`src/sv/bmh_pkg.sv`:
```
`timescale 1ns / 1ps

package bmh_pkg;

   // Fixed field widths of the item and result channels.
   localparam int VALUE_W  = 32;
   localparam int COUNT_W  = 11;
   localparam int STATUS_W = 2;

   // Value returned by a remove from an empty heap.
   localparam logic signed [VALUE_W-1:0] MAX_VALUE = 32'sh7FFF_FFFF;

   // Result status codes.
   typedef enum logic [STATUS_W-1:0] {
      ST_OK    = 2'd0,
      ST_FULL  = 2'd1,
      ST_EMPTY = 2'd2
   } status_type;

   // Heap position that the memory read port looks at.
   typedef enum logic [2:0] {
      RD_NONE,
      RD_ROOT,
      RD_PARENT,
      RD_LAST,
      RD_LEFT,
      RD_RIGHT
   } rd_sel_type;

   // Data written at the current position.
   typedef enum logic [1:0] {
      WR_NONE,
      WR_RDATA,
      WR_VAL,
      WR_BEST
   } wr_sel_type;

   // Update of the current position.
   typedef enum logic [2:0] {
      POS_HOLD,
      POS_NEWCNT,
      POS_HALF,
      POS_ONE,
      POS_LEFT,
      POS_BEST
   } pos_op_type;

   // Commands from the controller to the datapath.
   typedef struct packed {
      logic       load_req;
      rd_sel_type rd_sel;
      wr_sel_type wr_sel;
      pos_op_type pos_op;
      logic       cnt_inc;
      logic       cnt_dec;
      logic       top_load;
      logic       val_from_rd;
      logic       child_load;
      logic       rsp_load;
      status_type rsp_status;
   } cmd_type;

   // Status from the datapath to the controller.
   typedef struct packed {
      logic full;
      logic empty;
      logic at_root;
      logic has_left;
      logic has_right;
      logic parent_lt;
      logic left_gt;
      logic best_gt;
      logic cnt_zero;
   } stat_type;

endpackage

```
`src/sv/bmh_ctrl.sv`:
```
`timescale 1ns / 1ps

module bmh_ctrl (
   input  logic               clock,
   input  logic               reset,
   input  logic               req_valid,
   input  logic               req_kind,
   output logic               req_stall,
   output logic               rsp_valid,
   input  logic               rsp_stall,
   input  bmh_pkg::stat_type  stat,
   output bmh_pkg::cmd_type   cmd
);
   import bmh_pkg::*;

   typedef enum logic [3:0] {
      S_IDLE,
      S_UP_CHK,
      S_UP_CMP,
      S_RM_TOP,
      S_RM_LAST,
      S_DN_CHK,
      S_DN_LEFT,
      S_DN_RIGHT,
      S_DN_END,
      S_DONE
   } state_type;

   state_type  state_ff;
   state_type  state_in;
   status_type status_ff;
   status_type status_in;
   logic       rsp_valid_ff;
   logic       rsp_valid_in;

   // An item is taken only while no operation is in progress.
   assign req_stall = state_ff != S_IDLE;
   assign rsp_valid = rsp_valid_ff;

   // Sequencing of the sift-up and sift-down walks.
   always_comb begin
      cmd.load_req    = 1'b0;
      cmd.rd_sel      = RD_NONE;
      cmd.wr_sel      = WR_NONE;
      cmd.pos_op      = POS_HOLD;
      cmd.cnt_inc     = 1'b0;
      cmd.cnt_dec     = 1'b0;
      cmd.top_load    = 1'b0;
      cmd.val_from_rd = 1'b0;
      cmd.child_load  = 1'b0;
      cmd.rsp_load    = 1'b0;
      cmd.rsp_status  = status_ff;
      state_in        = state_ff;
      status_in       = status_ff;
      rsp_valid_in    = rsp_valid_ff & rsp_stall;

      case (state_ff)
         S_IDLE: begin
            if (req_valid) begin
               cmd.load_req = 1'b1;
               if (!req_kind) begin
                  if (stat.full) begin
                     status_in = ST_FULL;
                     state_in  = S_DONE;
                  end else begin
                     status_in   = ST_OK;
                     cmd.cnt_inc = 1'b1;
                     cmd.pos_op  = POS_NEWCNT;
                     state_in    = S_UP_CHK;
                  end
               end else begin
                  if (stat.empty) begin
                     status_in = ST_EMPTY;
                     state_in  = S_DONE;
                  end else begin
                     status_in  = ST_OK;
                     cmd.rd_sel = RD_ROOT;
                     state_in   = S_RM_TOP;
                  end
               end
            end
         end
         // Insert: fetch the parent unless the root is reached.
         S_UP_CHK: begin
            if (stat.at_root) begin
               cmd.wr_sel = WR_VAL;
               state_in   = S_DONE;
            end else begin
               cmd.rd_sel = RD_PARENT;
               state_in   = S_UP_CMP;
            end
         end
         // Insert: a smaller parent moves down, otherwise the value settles.
         S_UP_CMP: begin
            if (stat.parent_lt) begin
               cmd.wr_sel = WR_RDATA;
               cmd.pos_op = POS_HALF;
               state_in   = S_UP_CHK;
            end else begin
               cmd.wr_sel = WR_VAL;
               state_in   = S_DONE;
            end
         end
         // Remove: keep the root and fetch the last element.
         S_RM_TOP: begin
            cmd.top_load = 1'b1;
            cmd.rd_sel   = RD_LAST;
            state_in     = S_RM_LAST;
         end
         S_RM_LAST: begin
            cmd.val_from_rd = 1'b1;
            cmd.cnt_dec     = 1'b1;
            cmd.pos_op      = POS_ONE;
            state_in        = S_DN_CHK;
         end
         // Remove: fetch the left child if there is one.
         S_DN_CHK: begin
            if (stat.has_left) begin
               cmd.rd_sel = RD_LEFT;
               state_in   = S_DN_LEFT;
            end else begin
               state_in = S_DN_END;
            end
         end
         // Remove: with a single child, compare at once.
         S_DN_LEFT: begin
            if (stat.has_right) begin
               cmd.child_load = 1'b1;
               cmd.rd_sel     = RD_RIGHT;
               state_in       = S_DN_RIGHT;
            end else if (stat.left_gt) begin
               cmd.wr_sel = WR_RDATA;
               cmd.pos_op = POS_LEFT;
               state_in   = S_DN_CHK;
            end else begin
               state_in = S_DN_END;
            end
         end
         // Remove: the larger child moves up if it beats the last element.
         S_DN_RIGHT: begin
            if (stat.best_gt) begin
               cmd.wr_sel = WR_BEST;
               cmd.pos_op = POS_BEST;
               state_in   = S_DN_CHK;
            end else begin
               state_in = S_DN_END;
            end
         end
         S_DN_END: begin
            if (!stat.cnt_zero) begin
               cmd.wr_sel = WR_VAL;
            end
            state_in = S_DONE;
         end
         // Hand the result to the output register once it is free.
         S_DONE: begin
            if (!rsp_valid_ff || !rsp_stall) begin
               cmd.rsp_load = 1'b1;
               rsp_valid_in = 1'b1;
               state_in     = S_IDLE;
            end
         end
         default: begin
            state_in = S_IDLE;
         end
      endcase
   end

   // State and registered outputs.
   always_ff @(posedge clock) begin
      if (reset) begin
         state_ff     <= S_IDLE;
         status_ff    <= ST_OK;
         rsp_valid_ff <= 1'b0;
      end else begin
         state_ff     <= state_in;
         status_ff    <= status_in;
         rsp_valid_ff <= rsp_valid_in;
      end
   end

endmodule

```
`config.mk`:
```
export PLATFORM = sky130hd
export DESIGN_NAME = bmh_ctrl
export DESIGN_NICKNAME = d
export VERILOG_FILES = /design/src/sv/bmh_pkg.sv /design/src/sv/bmh_ctrl.sv
export SDC_FILE = /design/constraint.sdc
export NUM_CORES = 1
export LEC_CHECK = 0
export BUFFER_PORTS_ARGS = -buffer_cell sky130_fd_sc_hd__clkbuf_2
export CORE_MARGIN = 2
export CORE_UTILIZATION = 44
export DETAILED_ROUTE_END_ITERATION = 12
export PLACE_DENSITY = 0.78
export SYNTH_ARGS = -nofsm -noshare
export SYNTH_HDL_FRONTEND = slang
export SYNTH_SLANG_ARGS = --single-unit
```
`constraint.sdc`:
```
create_clock -name clock -period 1.5 [get_ports clock]
set_input_delay 0.3 -clock clock [delete_from_list [all_inputs] [get_ports clock]]
set_output_delay 0.3 -clock clock [all_outputs]
set_load 0.1 [all_outputs]
```
==> results.txt, run 1 <==
post-synth top area share: 20.9%
number of primary I/O pins: 33
H-tree levels: 1
status: did not finish
total CTS buffers: 3
Initial Util: 45.6%
Row Count: 14
Clock Tree Root: clkbuf_4
Post-CTS Hold Buffers: 0
number of synthesis warnings: 0
Area contributors post-synth: dfxtp_1 (21%), a21oi_1 (10%), nor2b_1 (6.5%)
clk buf depth: 2
Die X: 43.0 um
hpwl dp: 2.52 mm
PortBufs: 32
RePlAce Congestion: 0.910
post_cts resized: 23
Post-Syn Nets: 108
Synth Register Bits: 7
Yosys top cell by area: dfxtp_1
placed instance area: 1380 um^2
Chip Height: 43.0 um
syn_area_per_cell: 7.13 um^2
synth unique cells: 33
Post-Synthesis Cell Area: 671 um^2
Err: [ERROR DPL-0038] Utilization greater than 100%, impossible to legalize
Post-Synthesis Cells: 94
Failed at: clock tree synthesis (4_1_cts)
Post-CTS Setup Inserts: 10
Seq/Total Area, Yosys: 20.9%
clk sinks: 7
synthesized netlist by cell type:
library cell  instances
a22o_1                1
inv_1                 5
nor3b_1               1
nand4bb_1             1
mux2_2                1
nor2b_4               1
a221o_1               1
nand2b_1              6
o31a_1                1
dfxtp_1               7
buf_4                 1
nor3_1                6
a31oi_1               2
o21ai_0               4
buf_6                 1
a21oi_1              14
a311o_1               1
and3_1                5
a31oi_2               1
nand3_1               2
a21o_1                1
nand3b_1              2
nor4bb_1              1
o32a_1                1
o22ai_1               2
nor2_1                4
a31o_2                1
nor2_2                1
and2_1                1
mux2i_1               1
buf_2                 4
nor2b_1               7
nand2_1               6
cells by family after synthesis:
group,count (synthesis),share of synthesized area (%)
compound gates,30,28.5
mux,2,3.17
flops,7,20.9
simple gates,44,38.8
buf+inv,11,8.58
through the flow:
step,std cells,setup WS (ns)
2_1_floorplan,94,-0.814
3_3_place_gp,162,-0.192
3_5_place_dp,162,-0.264
==> run 2: changes to the inputs <==
--- a/config.mk
+++ b/config.mk
@@ -6,10 +6,10 @@
 export NUM_CORES = 1
 export LEC_CHECK = 0
 export BUFFER_PORTS_ARGS = -buffer_cell sky130_fd_sc_hd__clkbuf_2
-export CORE_MARGIN = 2
-export CORE_UTILIZATION = 44
+export CORE_AREA = 2 2 63 65
 export DETAILED_ROUTE_END_ITERATION = 12
-export PLACE_DENSITY = 0.78
+export DIE_AREA = 0 0 65 67
+export PLACE_DENSITY_LB_ADDON = 0.15
 export SYNTH_ARGS = -nofsm -noshare
 export SYNTH_HDL_FRONTEND = slang
 export SYNTH_SLANG_ARGS = --single-unit
==> run 2 against run 1 <==
  * The flow now finishes, with violations (setup timing)
  * Area after synthesis unchanged
  * Synthesized cell count is the same
==> results.txt, run 2 <==
Clk pin slew, worst setup/hold paths: 0.04 ns
Chip Height: 67 um
top post-synthesis cells by count: a21oi_1 (14), dfxtp_1 (7), nor2b_1 (7)
Final Cycle Share: 120%
DR WL met3: 142 um
Critical Path RT: 1.20 ns
Worst Clk Skew: 0.00153 ns
Area contributors post-synth: dfxtp_1 (21%), a21oi_1 (10%), nor2b_1 (6.5%)
setup TNS: -3.14 ns
Critical Path Start: state_ff[0]
number of primary I/O pins: 33
RSZ-0062 raised after global routing: yes
Worst setup SP type: register
worst hold path type: in2reg
highest ir drop seen on vdd: 0.911 mV
Slew @ Worst Pin: 0.380 ns
RePlAce Congestion: 0.806
number of synthesis warnings: 0
# diodes: 0
PortBufs: 32
Fillers: 340
Post-Syn Nets: 108
synth unique cells: 33
worst path bufs/invs: 2
prevailing post-synth register cell: dfxtp_1
max incr delay on CP: 0.42 ns
critical path arrival: 1.50 ns
total CTS buffers: 3
DR iter-0 viols: 15
Die X: 65 um
uppermost routed layer: met4
Synth Register Bits: 7
Fin. Hold Viols: 0
Post-CTS Hold Buffers: 0
count leader, synth: a21oi_1
Max-slew headroom: 74.4%
Seq/Total Area, Yosys: 20.9%
worst-path maximum fanout: 6
final critical-path required period: 1.80 ns
largest net degree at the start of global routing: 13
final core occ: 46.7%
post-synth top area share: 20.9%
latest clock arrival within the worst-skew pair: 0.23 ns
clk buf depth: 2
crit path kind: reg2out
syn_area_per_cell: 7.13 um^2
Async SR Flop Fraction: 0%
commonest non-fill, non-tap cells in the layout: buf_4 (36), buf_12 (17), clkbuf_2 (13)
Row Count: 22
H-tree levels: 1
family with the most delay on the worst path: compound AO/OA/AOI/OAI gates
initial antenna violation count: 0
Adder-Cell Fraction of Synth Area: 0%
Min-Delay Startpoint: reset
Core ar.: 3610 um^2
wire length on met1: 1.16 mm
Initial Util: 18.6%
simple logic cell fraction of the synthesized area: 38.8%
post-synthesis xor/xnor area fraction: 0%
CP endpoint kind: primary output
Register Area: 156 um^2
routed wire length: 2.78 mm
max-cap viol count: 0
max reg flops: 4
Post-Synthesis Cells: 94
CP cell instances: buf_6 -> and3_1 -> a221o_2 -> buf_12
routed vias/inst: 4.64
layout cells sized above 1: 69.5%
GRT Total Usage: 13.1%
violated checks: setup timing
most flop-heavy register: state_ff
hpwl dp: 2.13 mm
pwr dens: 1330 nW/um^2
Vias: 983
origin of the critical flop-to-flop path: state_ff[1]
PnR worst setup slack: -0.295 ns
# setup viols final: 20
Clock Tree Root: clkbuf_8
Die ar.: 4360 um^2
# DRC: 0
Yosys top cell by area: dfxtp_1
WL/cell: 13.1 um
Post-Synthesis Cell Area: 671 um^2
first-pass GRT wire length: 4.40 mm
Pleak: 0.000720 uW
first drt pass iteration count: 4
proportion of synthesized area in mux cells: 3.17%
status: finished, violations left
wire length on met2: 1.43 mm
clk sinks: 7
post-synthesis compound-gate area fraction: 28.5%
CTS tree: done
Crit-path slowest cell: a221o_2
GR Overflow Total: 0
final hold slack: 0.314 ns
fin. max-slew vios: 0
area of the multi-input gates: 657 um^2
# nets final: 179
most common cell after layout, fill and taps aside: buf_4
largest family of logic cells by synthesized area: simple AND/OR/NAND/NOR gates
Max Fclk: 557 MHz
Post-synth EDFFs: 0
remaining antenna violation count: 0
vias in the first global route: 1,031
Layout area overhead: 151%
==> run 2: cell counts after synthesis <==
No cell type changed its count.
==> run 2: worst paths after layout <==
path,endpoint,slack (ns),cells after the start
setup / recovery,cmd[12],-0.30,4
hold / removal,rsp_valid,0.31,2
setup reg to reg,state_ff[3],-0.09,6
hold reg to reg,status_ff[1],0.47,2
==> run 2: cell families (layout without fill, tap and decap cells) <==
kind of cell | Yosys count | count (layout)
muxes | 2 | 2
buffers and inverters | 11 | 81
and+or+nand+nor | 44 | 44
DFF | 7 | 7
AOI/OAI and AO/OA | 30 | 30
==> run 2: area by class of cell <==
cell class	instances	area share, %
Multi-Input combinational cell	76	39.0
Timing Repair Buffer	72	44.1
Clock buffer	4	2.67
Tap cell	48	3.57
Sequential cell	7	9.29
Inverter	5	1.34
==> run 2: power breakdown <==
part	total [uW]	switching (uW)	internal, uW
clock network	268	84.0	184
logic	1680	919	758
registers	288	65.2	223
total	2230	1070	1170
==> run 2: per-stage QoR <==
| stage | std cells | setup slack, ns | total power [uW] | cell area, um^2 |
|---|---|---|---|---|
| 2_1_floorplan | 94 | -0.814 | 1170 | 813 |
| 3_3_place_gp | 198 | -0.177 | 1770 | 1460 |
| 3_5_place_dp | 198 | -0.231 | 1770 | 1460 |
| 4_1_cts | 207 | -0.268 | 2160 | 1580 |
| 5_1_grt | 212 | -0.335 | 2350 | 1680 |
| 6_report | 212 | -0.295 | 2230 | 1680 |
==> run 2: repair_timing <==
action | in CTS | in global routing
pin swaps | 3 | 6
resized for setup | 14 | 15
endpoints found under the setup margin | 22 | 20
hold endpoints to repair | 0 | 0
buffers inserted | 5 | 5
==> run 2: layer usage <==
metal  up-vias  track usage, %
met5         -               0
met4         0            4.26
met3         7            3.38
met2        33            22.8
met1       459            15.5
li1        484               -
No activity file was read; power rests on OpenSTA's default activity.
